**src/rtl/ofr_pkg.sv**
```systemverilog
package ofr_pkg;

    // Framing geometry
    localparam int SAMPLES_PER_BIT = 10;
    localparam int FRAME_BYTES     = 7;
    localparam int WINDOWS         = 10;
    localparam int START_WINDOW    = 0;
    localparam int STOP_WINDOW     = 8;
    localparam int FIELD_COUNT     = 7;

    // Field widths
    localparam int SAMPLE_W   = 10;
    localparam int VOTE_W     = 4;
    localparam int CHAR_W     = 7;
    localparam int COUNT_W    = 4;
    localparam int CFG_DATA_W = 10;
    localparam int CFG_IDX_W  = 2;

    // Derived widths
    localparam int TICK_W    = $clog2(SAMPLES_PER_BIT);
    localparam int WIN_W     = $clog2(WINDOWS + 1);
    localparam int IDX_W     = $clog2(FRAME_BYTES + 1);

    localparam logic [COUNT_W-1:0] COUNT_MAX = {COUNT_W{1'b1}};

    // Register reset values
    localparam logic [SAMPLE_W-1:0] LEVEL_THRESHOLD_RST = SAMPLE_W'(900);
    localparam logic [VOTE_W-1:0]   VOTE_MINIMUM_RST    = VOTE_W'(6);
    localparam logic [CHAR_W-1:0]   START_TEXT_RST      = CHAR_W'(8'h70);
    localparam logic [CHAR_W-1:0]   END_TEXT_RST        = CHAR_W'(8'h71);

    typedef enum logic [CFG_IDX_W-1:0] {
        CFG_LEVEL_THRESHOLD,
        CFG_VOTE_MINIMUM,
        CFG_START_TEXT,
        CFG_END_TEXT
    } cfg_index_t;

    typedef logic [CHAR_W-1:0] char_t;
    typedef logic [FIELD_COUNT-1:0][CHAR_W-1:0] field_vec_t;

    typedef struct packed {
        logic [SAMPLE_W-1:0] level_threshold;
        logic [VOTE_W-1:0]   vote_minimum;
        char_t               start_text_code;
        char_t               end_text_code;
    } ofr_cfg_t;

    typedef struct packed {
        char_t char_value;
        logic  frame_error;
    } ofr_verdict_t;

endpackage

```
**src/rtl/ofr_if.sv**
```systemverilog
interface ofr_sample_if;
    import ofr_pkg::*;
    logic                valid;
    logic                ready;
    logic [SAMPLE_W-1:0] sample;

    modport source(output valid, output sample, input ready);
    modport sink(input valid, input sample, output ready);
endinterface

interface ofr_result_if;
    import ofr_pkg::*;
    logic  valid;
    logic  ready;
    char_t char_value;
    logic  frame_error;
    logic  frame_done;
    char_t field_zero;
    char_t field_one;
    char_t field_two;
    char_t field_three;
    char_t field_four;
    char_t field_five;
    char_t field_six;

    modport source(output valid, output char_value, output frame_error, output frame_done,
                   output field_zero, output field_one, output field_two, output field_three,
                   output field_four, output field_five, output field_six, input ready);
    modport sink(input valid, input char_value, input frame_error, input frame_done,
                 input field_zero, input field_one, input field_two, input field_three,
                 input field_four, input field_five, input field_six, output ready);
endinterface

interface ofr_cfg_if;
    import ofr_pkg::*;
    logic                  valid;
    logic                  ready;
    logic [CFG_IDX_W-1:0]  index;
    logic [CFG_DATA_W-1:0] data;

    modport source(output valid, output index, output data, input ready);
    modport sink(input valid, input index, input data, output ready);
endinterface

```
**src/rtl/ofr_sampler.sv**
```systemverilog
module ofr_sampler (
    input  logic                           clk,
    input  logic                           rst_n,
    input  logic                           step,
    input  logic [ofr_pkg::SAMPLE_W-1:0]   sample,
    input  ofr_pkg::ofr_cfg_t              cfg,
    output logic                           judge,
    output ofr_pkg::ofr_verdict_t          verdict
);
    import ofr_pkg::*;

    logic                busy_reg, busy_next;
    logic [WIN_W-1:0]    win_reg, win_next;
    logic [TICK_W-1:0]   tick_reg, tick_next;
    logic [COUNT_W-1:0]  count_reg  [WINDOWS];
    logic [COUNT_W-1:0]  count_next [WINDOWS];
    logic                high;
    logic                frame_ok;
    char_t               bits;

    assign high  = (sample >= cfg.level_threshold);
    assign judge = busy_reg && (win_reg == WIN_W'(WINDOWS));

    // Advance tick and window, bump the current window on a high sample; clear all on judging
    always_comb
    begin
        busy_next = busy_reg;
        win_next  = win_reg;
        tick_next = tick_reg;
        for (int w = 0; w < WINDOWS; w++)
        begin
            count_next[w] = count_reg[w];
        end
        if (step)
        begin
            if (judge)
            begin
                busy_next = 1'b0;
                win_next  = '0;
                tick_next = '0;
                for (int w = 0; w < WINDOWS; w++)
                begin
                    count_next[w] = '0;
                end
            end
            else if (busy_reg || high)
            begin
                busy_next = 1'b1;
                for (int w = 0; w < WINDOWS; w++)
                begin
                    if (high && (win_reg == WIN_W'(w)) && (count_reg[w] != COUNT_MAX))
                    begin
                        count_next[w] = count_reg[w] + COUNT_W'(1);
                    end
                end
                if (tick_reg == TICK_W'(SAMPLES_PER_BIT - 1))
                begin
                    tick_next = '0;
                    win_next  = win_reg + WIN_W'(1);
                end
                else
                begin
                    tick_next = tick_reg + TICK_W'(1);
                end
            end
        end
    end

    // Vote the start, data and stop windows; data bits come MSB first from windows 1 to 7
    always_comb
    begin
        for (int k = 0; k < CHAR_W; k++)
        begin
            bits[CHAR_W-1-k] = (count_reg[k+1] >= cfg.vote_minimum);
        end
        frame_ok = (count_reg[START_WINDOW] >= cfg.vote_minimum) &&
                   (count_reg[STOP_WINDOW] >= cfg.vote_minimum);
        verdict.char_value  = frame_ok ? bits : '0;
        verdict.frame_error = !frame_ok;
    end

    always_ff @(posedge clk or negedge rst_n)
    begin
        if (!rst_n)
        begin
            busy_reg <= 1'b0;
            win_reg  <= '0;
            tick_reg <= '0;
            for (int w = 0; w < WINDOWS; w++)
            begin
                count_reg[w] <= '0;
            end
        end
        else
        begin
            busy_reg <= busy_next;
            win_reg  <= win_next;
            tick_reg <= tick_next;
            for (int w = 0; w < WINDOWS; w++)
            begin
                count_reg[w] <= count_next[w];
            end
        end
    end

endmodule

```
**src/rtl/ofr_assembler.sv**
```systemverilog
module ofr_assembler (
    input  logic                  clk,
    input  logic                  rst_n,
    input  logic                  commit,
    input  ofr_pkg::ofr_verdict_t verdict,
    input  ofr_pkg::ofr_cfg_t     cfg,
    output logic                  frame_done,
    output ofr_pkg::field_vec_t   fields
);
    import ofr_pkg::*;

    logic [IDX_W-1:0] idx_reg, idx_next;
    char_t            buf_reg      [FRAME_BYTES];
    char_t            buf_next     [FRAME_BYTES];
    char_t            latched_reg  [FRAME_BYTES];
    char_t            latched_next [FRAME_BYTES];
    logic             is_start;
    logic             is_end;

    // Start of text wins when both codes match
    assign is_start   = (verdict.char_value == cfg.start_text_code);
    assign is_end     = !is_start && (verdict.char_value == cfg.end_text_code);
    assign frame_done = !verdict.frame_error && is_end;

    // Store, latch or reset index on a good character
    always_comb
    begin
        idx_next = idx_reg;
        for (int b = 0; b < FRAME_BYTES; b++)
        begin
            buf_next[b]     = buf_reg[b];
            latched_next[b] = latched_reg[b];
        end
        if (commit && !verdict.frame_error)
        begin
            if (is_start)
            begin
                idx_next = '0;
            end
            else if (is_end)
            begin
                idx_next = '0;
                for (int b = 0; b < FRAME_BYTES; b++)
                begin
                    latched_next[b] = buf_reg[b];
                end
            end
            else if (idx_reg < IDX_W'(FRAME_BYTES))
            begin
                for (int b = 0; b < FRAME_BYTES; b++)
                begin
                    if (idx_reg == IDX_W'(b))
                    begin
                        buf_next[b] = verdict.char_value;
                    end
                end
                idx_next = idx_reg + IDX_W'(1);
            end
        end
    end

    // Drive the fields from the latched bytes, and any slot beyond the frame with zero
    for (genvar i = 0; i < FIELD_COUNT; i++)
    begin : g_field
        if (i < FRAME_BYTES)
        begin : g_live
            assign fields[i] = latched_reg[i];
        end
        else
        begin : g_zero
            assign fields[i] = '0;
        end
    end

    always_ff @(posedge clk or negedge rst_n)
    begin
        if (!rst_n)
        begin
            idx_reg <= '0;
            for (int b = 0; b < FRAME_BYTES; b++)
            begin
                buf_reg[b]     <= '0;
                latched_reg[b] <= '0;
            end
        end
        else
        begin
            idx_reg <= idx_next;
            for (int b = 0; b < FRAME_BYTES; b++)
            begin
                buf_reg[b]     <= buf_next[b];
                latched_reg[b] <= latched_next[b];
            end
        end
    end

endmodule

```
**src/rtl/oversampled_frame_receiver_unit.sv**
```systemverilog
// A result is registered when the held beat carrying its judging sample is processed.
// Throughput: one sample beat per cycle; only a judging beat waits for a free result slot.
// Every window boundary, after ten samples, is counted by a tick/window counter pair, no divider.
// Reset (rst_n, async, active low) clears control registers to defaults, the sampler to
// idle hunting, all window counts, the byte index and both frame buffers.
module oversampled_frame_receiver_unit (
    input  logic         clk,
    input  logic         rst_n,
    ofr_sample_if.sink   samples,
    ofr_result_if.source results,
    ofr_cfg_if.sink      cfg
);
    import ofr_pkg::*;

    ofr_cfg_t            cfg_reg;
    logic                smp_valid_reg, smp_valid_next;
    logic [SAMPLE_W-1:0] sample_reg;
    logic                res_valid_reg, res_valid_next;
    char_t               char_reg;
    logic                error_reg;
    logic                done_reg;
    logic                judge;
    logic                advance;
    logic                frame_done;
    ofr_verdict_t        verdict;
    field_vec_t          fields;

    assign cfg.ready = 1'b1;

    // Process the held beat unless it judges and the result slot is stuck
    assign advance = smp_valid_reg && (!judge || !res_valid_reg || results.ready);
    assign samples.ready = !smp_valid_reg || advance;

    always_comb
    begin
        smp_valid_next = smp_valid_reg;
        if (samples.valid && samples.ready)
        begin
            smp_valid_next = 1'b1;
        end
        else if (advance)
        begin
            smp_valid_next = 1'b0;
        end
        res_valid_next = res_valid_reg;
        if (advance && judge)
        begin
            res_valid_next = 1'b1;
        end
        else if (results.ready)
        begin
            res_valid_next = 1'b0;
        end
    end

    ofr_sampler u_sampler (
        .clk     (clk),
        .rst_n   (rst_n),
        .step    (advance),
        .sample  (sample_reg),
        .cfg     (cfg_reg),
        .judge   (judge),
        .verdict (verdict)
    );

    ofr_assembler u_assembler (
        .clk        (clk),
        .rst_n      (rst_n),
        .commit     (advance && judge),
        .verdict    (verdict),
        .cfg        (cfg_reg),
        .frame_done (frame_done),
        .fields     (fields)
    );

    // Control and configuration registers
    always_ff @(posedge clk or negedge rst_n)
    begin
        if (!rst_n)
        begin
            smp_valid_reg           <= 1'b0;
            res_valid_reg           <= 1'b0;
            cfg_reg.level_threshold <= LEVEL_THRESHOLD_RST;
            cfg_reg.vote_minimum    <= VOTE_MINIMUM_RST;
            cfg_reg.start_text_code <= START_TEXT_RST;
            cfg_reg.end_text_code   <= END_TEXT_RST;
        end
        else
        begin
            smp_valid_reg <= smp_valid_next;
            res_valid_reg <= res_valid_next;
            if (cfg.valid && cfg.ready)
            begin
                case (cfg_index_t'(cfg.index))
                    CFG_LEVEL_THRESHOLD: cfg_reg.level_threshold <= cfg.data[SAMPLE_W-1:0];
                    CFG_VOTE_MINIMUM:    cfg_reg.vote_minimum    <= cfg.data[VOTE_W-1:0];
                    CFG_START_TEXT:      cfg_reg.start_text_code <= cfg.data[CHAR_W-1:0];
                    CFG_END_TEXT:        cfg_reg.end_text_code   <= cfg.data[CHAR_W-1:0];
                    default:             cfg_reg <= cfg_reg;
                endcase
            end
        end
    end

    // Payload registers: hold the input beat and the judged result
    always_ff @(posedge clk)
    begin
        if (samples.valid && samples.ready)
        begin
            sample_reg <= samples.sample;
        end
        if (advance && judge)
        begin
            char_reg  <= verdict.char_value;
            error_reg <= verdict.frame_error;
            done_reg  <= frame_done;
        end
    end

    assign results.valid       = res_valid_reg;
    assign results.char_value  = char_reg;
    assign results.frame_error = error_reg;
    assign results.frame_done  = done_reg;
    // Latched fields change only together with a new result
    assign results.field_zero  = fields[0];
    assign results.field_one   = fields[1];
    assign results.field_two   = fields[2];
    assign results.field_three = fields[3];
    assign results.field_four  = fields[4];
    assign results.field_five  = fields[5];
    assign results.field_six   = fields[6];

endmodule

```
**src/flat_wrapper.sv**
```systemverilog
// flat-port wrapper written by rule: the top's interface ports become plain ports
module oversampled_frame_receiver_unit_flat import ofr_pkg::*;
  (clk, rst_n, samples_valid, samples_sample, samples_ready, results_valid, results_char_value, results_frame_error, results_frame_done, results_field_zero, results_field_one, results_field_two, results_field_three, results_field_four, results_field_five, results_field_six, results_ready, cfg_valid, cfg_index, cfg_data, cfg_ready);
  ofr_sample_if samples_i ();
  ofr_result_if results_i ();
  ofr_cfg_if cfg_i ();
  input  logic clk;
  input  logic rst_n;
  input wire logic [$bits(samples_i.valid)-1:0] samples_valid;
  input wire logic [$bits(samples_i.sample)-1:0] samples_sample;
  output wire logic [$bits(samples_i.ready)-1:0] samples_ready;
  output wire logic [$bits(results_i.valid)-1:0] results_valid;
  output wire logic [$bits(results_i.char_value)-1:0] results_char_value;
  output wire logic [$bits(results_i.frame_error)-1:0] results_frame_error;
  output wire logic [$bits(results_i.frame_done)-1:0] results_frame_done;
  output wire logic [$bits(results_i.field_zero)-1:0] results_field_zero;
  output wire logic [$bits(results_i.field_one)-1:0] results_field_one;
  output wire logic [$bits(results_i.field_two)-1:0] results_field_two;
  output wire logic [$bits(results_i.field_three)-1:0] results_field_three;
  output wire logic [$bits(results_i.field_four)-1:0] results_field_four;
  output wire logic [$bits(results_i.field_five)-1:0] results_field_five;
  output wire logic [$bits(results_i.field_six)-1:0] results_field_six;
  input wire logic [$bits(results_i.ready)-1:0] results_ready;
  input wire logic [$bits(cfg_i.valid)-1:0] cfg_valid;
  input wire logic [$bits(cfg_i.index)-1:0] cfg_index;
  input wire logic [$bits(cfg_i.data)-1:0] cfg_data;
  output wire logic [$bits(cfg_i.ready)-1:0] cfg_ready;
  assign samples_i.valid = samples_valid;
  assign samples_i.sample = samples_sample;
  assign samples_ready = samples_i.ready;
  assign results_valid = results_i.valid;
  assign results_char_value = results_i.char_value;
  assign results_frame_error = results_i.frame_error;
  assign results_frame_done = results_i.frame_done;
  assign results_field_zero = results_i.field_zero;
  assign results_field_one = results_i.field_one;
  assign results_field_two = results_i.field_two;
  assign results_field_three = results_i.field_three;
  assign results_field_four = results_i.field_four;
  assign results_field_five = results_i.field_five;
  assign results_field_six = results_i.field_six;
  assign results_i.ready = results_ready;
  assign cfg_i.valid = cfg_valid;
  assign cfg_i.index = cfg_index;
  assign cfg_i.data = cfg_data;
  assign cfg_ready = cfg_i.ready;
  oversampled_frame_receiver_unit u_core (.clk(clk), .rst_n(rst_n), .samples(samples_i), .results(results_i), .cfg(cfg_i));
endmodule
```
**config.mk**
```make
export PLATFORM = sky130hd
export DESIGN_NAME = oversampled_frame_receiver_unit_flat
export DESIGN_NICKNAME = d
export VERILOG_FILES = /design/src/rtl/ofr_pkg.sv /design/src/rtl/ofr_if.sv /design/src/rtl/ofr_sampler.sv /design/src/rtl/ofr_assembler.sv /design/src/rtl/oversampled_frame_receiver_unit.sv /design/src/flat_wrapper.sv
export SDC_FILE = /design/constraint.sdc
export NUM_CORES = 1
export LEC_CHECK = 0
export BUFFER_PORTS_ARGS = -buffer_cell sky130_fd_sc_hd__buf_2
export CAP_MARGIN = 0
export CELL_PAD_IN_SITES_DETAIL_PLACEMENT = 1
export CELL_PAD_IN_SITES_GLOBAL_PLACEMENT = 1
export CORE_AREA = 10 10 147 149
export DETAILED_ROUTE_END_ITERATION = 6
export DIE_AREA = 0 0 157 159
export PLACE_DENSITY = 0.85
export SYNTH_ARGS = -nofsm -noshare
export SYNTH_HDL_FRONTEND = slang
export SYNTH_HIERARCHICAL = 1
export SYNTH_SLANG_ARGS = --single-unit
```
**constraint.sdc**
```tcl
create_clock -name clk -period 7.1 [get_ports clk]
set_clock_uncertainty 0.05 [all_clocks]
set_input_delay 1.775 -clock clk [delete_from_list [all_inputs] [get_ports clk]]
set_output_delay 1.775 -clock clk [all_outputs]
set_load 0.02 [all_outputs]
```
==> results of run 1 <==
[final timing paths]
| check | to | slack [ns] | depth (start not counted) | startpoint |
|---|---|---|---|---|
| max | u_core/u_assembler/fields[47]$_DFFE_PN0P_ | 1.21 | 13 | u_core/cfg_reg[14]$_DFFE_PN0P_ |
| min | u_core/u_assembler/fields[22]$_DFFE_PN0P_ | 0.46 | 1 | u_core/u_assembler/fields[22]$_DFFE_PN0P_ |
| max reg2reg | u_core/u_assembler/fields[47]$_DFFE_PN0P_ | 1.21 | 13 | u_core/cfg_reg[14]$_DFFE_PN0P_ |
| min reg2reg | u_core/u_assembler/fields[22]$_DFFE_PN0P_ | 0.46 | 1 | u_core/u_assembler/fields[22]$_DFFE_PN0P_ |
| max in group asynchronous | u_core/u_assembler/buf_reg[17]$_DFFE_PN0P_ | 4.38 | 2 | rst_n |
| min in group asynchronous | u_core/u_assembler/buf_reg[39]$_DFFE_PN0P_ | 1.26 | 1 | rst_n |
[worst reg2reg max path: cells and delay by family (launching register included)]
| family | cells | cell delay (ns) |
|---|---|---|
| compound gates | 3 | 1.17 |
| buf+inv | 1 | 0.57 |
| flops | 1 | 0.69 |
| xor+xnor | 1 | 0.37 |
| simple gates | 6 | 2.17 |
| mux | 1 | 0.44 |
| fa+ha+maj | 1 | 0.33 |
[placed cells by master, fill, tap and decap left out, types with 5 or more instances in the layout]
| cell | instances |
|---|---|
| nand3_1 | 35 |
| nor2b_1 | 7 |
| a31oi_1 | 9 |
| xnor2_1 | 8 |
| o21ai_0 | 10 |
| o311ai_4 | 5 |
| dfrtp_1 | 163 |
| nor2_1 | 35 |
| and2_1 | 9 |
| edfxtp_1 | 19 |
| mux2i_1 | 9 |
| buf_2 | 85 |
| clkbuf_16 | 17 |
| a41o_1 | 8 |
| a21oi_1 | 14 |
| a21o_1 | 18 |
| a22o_1 | 10 |
| buf_4 | 5 |
| and3_1 | 10 |
| dfstp_2 | 13 |
| xor2_1 | 6 |
| nand2_1 | 50 |
| mux2_2 | 107 |
| ha_1 | 64 |
| nand2b_1 | 22 |
| mux2_4 | 21 |
| inv_1 | 32 |
| a32o_1 | 10 |
[per-layer routing]
metal  vias to the layer above  track usage, %  share of wire [%]
li1                       2943               -                  -
met1                      3431            25.2                 40
met2                       183            37.7                 53
met3                        51            4.29                4.4
met4                         0            9.23                2.8
met5                         -               0                  0
[cells by family after synthesis]
family / Yosys count / share of synthesized area (%)
DFF: 195 / 50.9
and+or+nand+nor: 194 / 10.4
muxes: 137 / 16.4
AOI/OAI and AO/OA: 103 / 9.62
adders and majority gates: 64 / 8.17
buffers and inverters: 59 / 3.10
xor gates and xnor gates: 14 / 1.25
other: 1 / 0.0383
[per-stage QoR]
stage                     cell area (µm²)  total power, W  hold slack [ns]
after floorplan                      9800         0.00178            0.417
after global placement              10400         0.00191            0.434
after detailed placement            10400         0.00200            0.442
after CTS                           11000         0.00299            0.462
after global routing                11000         0.00312            0.482
final                               11000         0.00298            0.458
[layout make-up]
| type | instances | area (µm²) | area share, % |
|---|---|---|---|
| multi-input combinational | 513 | 4520 | 41.0 |
| clock buffer | 17 | 425 | 3.87 |
| timing repair buffer | 91 | 474 | 4.31 |
| inverter | 33 | 124 | 1.13 |
| tap | 234 | 293 | 2.66 |
| sequential | 195 | 4990 | 45.4 |
| clock inverter | 15 | 183 | 1.66 |
[power by group through the flow]
stage | Clock (W) | Combinational (W) | Sequential (W)
CTS | 0.000998 | 0.000668 | 0.00132
detailed placement | 0 | 0.000651 | 0.00135
floorplan | 0 | 0.000464 | 0.00131
finish | 0.000980 | 0.000670 | 0.00133
global placement | 0 | 0.000579 | 0.00133
global route | 0.00105 | 0.000736 | 0.00134
==> impl_metrics.json, run 1 <==
{
  "outcome": "completed",
  "ys_types": 63,
  "placed_cells": 1066,
  "synth_common_cells": "163 x dfrtp_1, 107 x mux2_2, 64 x ha_1",
  "drt-initial-drc-count": 241,
  "yosys_warnings": 6,
  "fmaxAchievable_mhz": 170,
  "grt_first_pass_wirelength_mm": 42.2,
  "finalCoreUtilization_pct": 59.2,
  "tightest_slew_ns": 1.38,
  "finalCritPeriodShare_pct": 83.0,
  "port_buffers": 86,
  "initial_utilization_pct": 52.7,
  "grt_antenna_before_repair": 0,
  "place_ws_ns": 1.24,
  "postSynthAreaPerCell_um2": 12.8,
  "first_pass_iters": 4,
  "vias": 6608,
  "cts_made_buffers": 17,
  "syn-cell-area_mm2": 0.00980,
  "powerDensity_mw_per_mm2": 271,
  "clock_path_buffers": 2,
  "timing.max_cap.violations": 0,
  "finalSetupViolCount": 0,
  "grt_pass1_vias": 7487,
  "synth_top_cells_by_area": "dfrtp_1 42%, mux2_2 12%, ha_1 8.2%",
  "slew_headroom_pct": 7.51,
  "combinationalPowerShare_pct": 22.5,
  "hold_viol": 0,
  "endpoint_kind": "register",
  "syn_inst": 767,
  "rows": 50,
  "seqPwrFrac_pct": 44.6,
  "cts_sinks": 195,
  "path_delay_family": "simple AND/OR/NAND/NOR gates",
  "p_leak_nw": 5.64,
  "cp_slowest_stage_delay_ns": 0.92,
  "p_sw_w": 0.00100,
  "yosysTopAreaCell": "dfrtp_1",
  "dieArea_mm2": 0.0250,
  "cts_max_level": 4,
  "ys_ff_latch": 195,
  "holdCritPathClass": "register to register",
  "overflow": 0,
  "p_int_w": 0.00198,
  "insertion_delay_ns": 0.45,
  "rsz0062_at_grt": "false",
  "cp_slowest_cell": "nor4_2",
  "post_cts_buffers": 0,
  "drv_slew": 0,
  "synth_edf_count": 19,
  "ys.flop_type": "dfrtp_1",
  "die_w_um": 157,
  "critPathBufInv": 1,
  "antenna_left": 0,
  "avgViaCountPerCell": 6.02,
  "final_nets": 942,
  "pin_count": 88,
  "place.gp.congestion": 0.831,
  "wl_mm": 26.7,
  "cts_hold_buffers": 0,
  "core_area_mm2": 0.0186,
  "drive_gt1_share_pct": 34.3,
  "critPathLaunchType": "register",
  "crit_type": "register to register",
  "crit_path_max_fanout": 49,
  "path_cells": "ha_1 > nand2b_1 > a21o_1 > a21oi_1 > nor2b_1 > o22ai_1 > nor2_1 > xnor2_1 > nand4_1 > nor4_2 > nor3b_4 > buf_4 > mux2_2",
  "clkPwrFrac_pct": 32.9,
  "syn2layout_area_growth_pct": 12.3,
  "synth_top_area_share_pct": 41.6,
  "cp.arrival_ns": 6.18,
  "ir_drop_mv": 0.203,
  "crit_required_ns": 7.39,
  "antenna_cells": 0,
  "die_y_um": 159,
  "synth.most_common_cell": "dfrtp_1",
  "wl_per_cell_um": 24.3,
  "final_cell_count_no_fill": 1098,
  "dp_hpwl_mm": 18.1,
  "fillers": 1857,
  "layout_setup_ws_ns": 1.21,
  "cts_tree": "yes",
  "ctsResizeCount": 0,
  "grt_usage_pct": 21.7,
  "synth.net_count": 858,
  "tns_ns": 0,
  "path_clk_slew_ns": 0.08,
  "swShare_pct": 33.6,
  "yosysSeqAreaShare_pct": 50.9,
  "period_minus_slack_ns": 5.89,
  "synthArstFlopShare_pct": 90.3,
  "drc_errors": 0,
  "cts_root_buffer": "clkbuf_16",
  "grt_max_degree": 72
}
Note: power is estimated with default switching activity, not from simulation.
==> run 2, diff against run 1 <==
- CORE_AREA: 10 10 147 149 -> 10 10 161 163
- DIE_AREA: 0 0 157 159 -> 0 0 171 173
- PLACE_DENSITY: 0.85 -> 0.75
- clock period: 7.1 -> 5.3 ns (I/O delays scaled with it)
==> run 2 against run 1 <==
Final cell count rose by 4.9%. Global-route usage is 4.7 points lower. Power is 34% higher. Register-to-register slack worse by 0.71 ns. Critical path depth up 1. Sequential power increased by 33%. Via count shrank 2.9%. First-iteration DRC count increased by 46%. Combinational power is 25% higher. Routed wire length is 8.9% lower. Critical path type unchanged. Largest cell class unchanged. Highest routed layer unchanged.
==> impl_metrics.json, run 2 (same netlist as run 1, synthesis figures left out) <==
{
  "finalSetupViolCount": 0,
  "post_cts_buffers": 0,
  "cts_max_level": 4,
  "die_w_um": 171,
  "p_total_w": 0.00400,
  "antenna_left": 0,
  "endpoint_kind": "register",
  "layout_common_cells": "163 x dfrtp_1, 107 x mux2_2, 85 x buf_2",
  "drt-initial-drc-count": 352,
  "tightest_slew_ns": 1.23,
  "drc_errors": 0,
  "dp_hpwl_mm": 16.7,
  "grt_first_pass_wirelength_mm": 40.2,
  "pin_count": 88,
  "path_clk_slew_ns": 0.09,
  "period_minus_slack_ns": 4.80,
  "finalCritPeriodShare_pct": 90.6,
  "wl_mm": 24.3,
  "overflow": 0,
  "tns_ns": 0,
  "cp_slowest_stage_delay_ns": 0.73,
  "hold_viol": 0,
  "crit_type": "register to register",
  "cts_hold_buffers": 0,
  "insertion_delay_ns": 0.45,
  "critPathLaunchType": "register",
  "port_buffers": 86,
  "ir_drop_mv": 0.222,
  "cts_made_buffers": 17,
  "postLayoutCellArea_mm2": 0.0112,
  "antenna_cells": 0,
  "place.gp.congestion": 0.805,
  "clock_path_buffers": 2,
  "cp_slowest_cell": "o22ai_1",
  "crit_required_ns": 5.58,
  "grt_usage_pct": 17.0,
  "path_delay_family": "simple AND/OR/NAND/NOR gates",
  "rsz0062_at_grt": "false",
  "cp.arrival_ns": 5.08,
  "rows": 55,
  "grt_pass1_vias": 7121,
  "timing.max_cap.violations": 0,
  "die_y_um": 173,
  "placedInstanceArea_mm2": 0.0105,
  "drv_slew": 0,
  "outcome": "completed",
  "final_common_cell": "dfrtp_1",
  "slew_headroom_pct": 17.5,
  "crit_path_max_fanout": 47,
  "cts_root_buffer": "clkbuf_16",
  "syn2layout_area_growth_pct": 13.9,
  "finalCoreUtilization_pct": 49.4,
  "cts_tree": "yes",
  "critPathBufInv": 2,
  "holdCritPathClass": "register to register",
  "vias": 6419,
  "grt_max_degree": 92,
  "powerDensity_mw_per_mm2": 359,
  "wl_per_cell_um": 21.1,
  "drive_gt1_share_pct": 34.5,
  "cts_sinks": 195,
  "path_cells": "ha_1 > nand2b_1 > a21o_1 > a21oi_1 > nor2b_1 > o22ai_1 > nor2_1 > xnor2_1 > nand4_1 > nor4_2 > buf_4 > nor3b_4 > buf_12 > mux2_2",
  "first_pass_iters": 4,
  "dieArea_mm2": 0.0296,
  "grt_antenna_before_repair": 0,
  "core_area_mm2": 0.0226,
  "initial_utilization_pct": 43.4,
  "hold_slack_ns": 0.456,
  "avgViaCountPerCell": 5.57,
  "fmaxAchievable_mhz": 208,
  "p_leak_nw": 5.69,
  "ctsResizeCount": 0,
  "final_nets": 945
}
-- run 2: cell count changes in the layout (fill, tap and decap cells not counted), sizes merged --
cell      before  now
buf           91   94
clkinv         6    4
clkinvlp       1    0
inv           41   44
-- run 2: metrics by stage --
| stage | std cells | setup WS [ns] |
|---|---|---|
| 2_1_floorplan | 767 | 1.79 |
| 3_3_place_gp | 1120 | 0.750 |
| 5_1_grt | 1152 | 0.223 |
| 6_report | 1152 | 0.498 |
| 4_1_cts | 1152 | 0.511 |
| 3_5_place_dp | 1120 | 0.606 |
-- run 2: final timing paths --
check	from	end	slack, ns	cells past startpoint
worst max register to register	u_core/cfg_reg[14]$_DFFE_PN0P_	u_core/u_assembler/fields[16]$_DFFE_PN0P_	0.50	14
worst min register to register	u_core/u_assembler/fields[14]$_DFFE_PN0P_	u_core/u_assembler/fields[14]$_DFFE_PN0P_	0.46	1
max in group asynchronous	rst_n	u_core/cfg_reg[4]$_DFFE_PN1P_	3.32	2
worst max-delay path	u_core/cfg_reg[14]$_DFFE_PN0P_	u_core/u_assembler/fields[16]$_DFFE_PN0P_	0.50	14
min in group asynchronous	rst_n	u_core/u_sampler/tick_reg[1]$_DFFE_PN0P_	0.88	1
worst min-delay path	u_core/u_assembler/fields[14]$_DFFE_PN0P_	u_core/u_assembler/fields[14]$_DFFE_PN0P_	0.46	1
-- run 2: final cells by class --
cell class                 count  area [µm²]
sequential                   195        4990
clock buffer                  17         425
tap                          285         357
timing repair buffer          94         522
clock inverter                15         223
fill                        2367       11400
multi-input combinational    513        4520
inverter                      33         124
-- run 2: power breakdown --
group	leakage [nW]	switching (W)	internal [W]
Sequential	2.52	0.000133	0.00164
Clock	0.312	0.000719	0.000672
Combinational	2.85	0.000486	0.000351
-- run 2: routing by layer --
layer / global-route usage (%) / part of all wire [%] / routed length [µm]
met3: 3.44 / 3.8 / 924
met4: 5.07 / 1.3 / 327
met5: 0 / 0 / 0
met2: 27.8 / 49 / 11900
met1: 22.1 / 46 / 11100
==> run 3, diff against run 2 <==
- RECOVER_POWER: default -> 100
==> run 3 against run 2 <==
The run now ends with max-capacitance violations, max-slew violations left. Worst hold slack lost 0.0033 ns. Count of clock-buffer cells in the layout unchanged. Utilization fell by 0.95 points. Power fell by 0.21%. Design area fell by 1.9%. First-iteration DRC count is 7.7% higher.
==> impl_metrics.json, run 3 (same netlist as run 1, synthesis figures left out) <==
{
  "drc_errors": 0,
  "dieArea_mm2": 0.0296,
  "finalCritPeriodShare_pct": 91.1,
  "cp.arrival_ns": 5.11,
  "clock_path_buffers": 2,
  "post_cts_buffers": 0,
  "powerDensity_mw_per_mm2": 365,
  "cts_sinks": 195,
  "grt_first_pass_wirelength_mm": 40.2,
  "cts_hold_buffers": 0,
  "grt_antenna_before_repair": 0,
  "placed_cells": 1120,
  "tns_ns": 0,
  "first_pass_iters": 4,
  "antenna_cells": 0,
  "path_clk_slew_ns": 0.08,
  "ir_drop_mv": 0.222,
  "cts_made_buffers": 17,
  "final_cell_count_no_fill": 1152,
  "path_cells": "ha_1 > nand2b_1 > a21o_1 > a21oi_1 > nor2b_1 > o22ai_1 > nor2_1 > xnor2_1 > nand4_1 > nor4_2 > buf_4 > nor3b_4 > buf_6 > mux2_2",
  "syn2layout_area_growth_pct": 11.7,
  "p_leak_nw": 5.35,
  "initial_utilization_pct": 43.4,
  "endpoint_kind": "register",
  "wl_per_cell_um": 21.2,
  "crit_type": "register to register",
  "critPathBufInv": 2,
  "dp_hpwl_mm": 16.7,
  "cts_max_level": 4,
  "drive_gt1_share_pct": 23.4,
  "pin_count": 88,
  "wl_mm": 24.4,
  "die_w_um": 171,
  "slew_headroom_pct": -62.0,
  "grt_max_degree": 92,
  "drv_slew": 92,
  "fillers": 2416,
  "drt-initial-drc-count": 379,
  "cp_slowest_stage_delay_ns": 0.71,
  "final_common_cell": "dfrtp_1",
  "avgViaCountPerCell": 5.54,
  "grt_pass1_vias": 7121,
  "crit_path_max_fanout": 47,
  "core_area_mm2": 0.0226,
  "cts_root_buffer": "clkbuf_16",
  "die_y_um": 173,
  "outcome": "finished with violations",
  "tightest_slew_ns": 2.43,
  "overflow": 0,
  "holdCritPathClass": "register to register",
  "vias": 6385,
  "violations": "max-capacitance violations, max-slew violations",
  "hold_viol": 0,
  "layout_common_cells": "163 x dfrtp_1, 104 x mux2_2, 65 x clkbuf_1",
  "cp_slowest_cell": "o22ai_1",
  "hold_slack_ns": 0.453,
  "place.gp.congestion": 0.805,
  "cts_tree": "yes",
  "rsz0062_at_grt": "false",
  "timing.max_cap.violations": 2,
  "port_buffers": 86,
  "grt_usage_pct": 17.0,
  "finalSetupViolCount": 0,
  "fmaxAchievable_mhz": 207,
  "insertion_delay_ns": 0.45,
  "critPathLaunchType": "register",
  "rows": 55,
  "antenna_left": 0,
  "period_minus_slack_ns": 4.83,
  "finalCoreUtilization_pct": 48.5,
  "path_delay_family": "simple AND/OR/NAND/NOR gates",
  "final_nets": 945,
  "crit_required_ns": 5.58,
  "ctsResizeCount": 0
}
-- run 3: cell count changes in the layout (fill, tap and decap cells not counted), moves of 2 or more --
cell and delta:
a31o_1 +2, a31o_2 -2, buf_2 -62, buf_4 -4, clkbuf_1 +65, clkbuf_2 +2, mux2_1 +24, mux2_2 -3
mux2_4 -21
-- run 3: worst paths after layout --
path                                                            start                                         end  slack (ns)  cells past startpoint
setup / recovery                       u_core/cfg_reg[14]$_DFFE_PN0P_   u_core/u_assembler/fields[38]$_DFFE_PN0P_        0.47                     14
hold / removal             u_core/u_assembler/buf_reg[43]$_DFFE_PN0P_  u_core/u_assembler/buf_reg[43]$_DFFE_PN0P_        0.45                      1
setup reg to reg                       u_core/cfg_reg[14]$_DFFE_PN0P_   u_core/u_assembler/fields[38]$_DFFE_PN0P_        0.47                     14
hold reg to reg            u_core/u_assembler/buf_reg[43]$_DFFE_PN0P_  u_core/u_assembler/buf_reg[43]$_DFFE_PN0P_        0.45                      1
max in group asynchronous                                       rst_n  u_core/u_assembler/buf_reg[35]$_DFFE_PN0P_        2.21                      1
min in group asynchronous                                       rst_n    u_core/u_sampler/tick_reg[3]$_DFFE_PN0P_        1.53                      1
-- run 3: area by class of cell --
class                           instances  area, µm²  area share (%)
Clock inverter                         15        223            2.04
Tap cell                              285        357            3.26
Timing Repair Buffer                   94        415            3.80
Sequential cell                       195       4990            45.6
Multi-Input combinational cell        513       4410            40.3
Inverter                               33        124            1.13
Clock buffer                           17        425            3.89
-- run 3: metrics by stage --
step | power (W) | instance area, µm² | setup WS [ns]
3_3_place_gp | 0.00260 | 10500 | 0.750
4_1_cts | 0.00405 | 11200 | 0.511
5_1_grt | 0.00423 | 10900 | 0.115
3_5_place_dp | 0.00263 | 10500 | 0.606
6_report | 0.00399 | 10900 | 0.469
2_1_floorplan | 0.00238 | 9800 | 1.79
-- run 3: power by group --
part / switching, W / leakage (nW) / total [W] / internal, W
Sequential: 0.000133 / 2.52 / 0.00178 / 0.00164
Combinational: 0.000482 / 2.52 / 0.000828 / 0.000346
Clock: 0.000719 / 0.312 / 0.00139 / 0.000672
Total: 0.00133 / 5.35 / 0.00399 / 0.00266
-- run 3: per-layer routing --
layer	global-route usage (%)	wire length, µm	vias up
met1	22.1	11200	3303
met5	0	0	-
li1	-	-	2952
met3	3.44	883	18
met4	5.07	247	0
met2	27.8	12000	112
-- run 3: worst reg2reg max path: cells and delay by family (launching register included) --
kind | cells | cell delay, ns
muxes | 1 | 0.45
DFF | 1 | 0.59
xor gates and xnor gates | 1 | 0.36
AOI/OAI and AO/OA | 3 | 1.02
and+or+nand+nor | 6 | 1.31
adders and majority gates | 1 | 0.30
buffers and inverters | 2 | 0.64
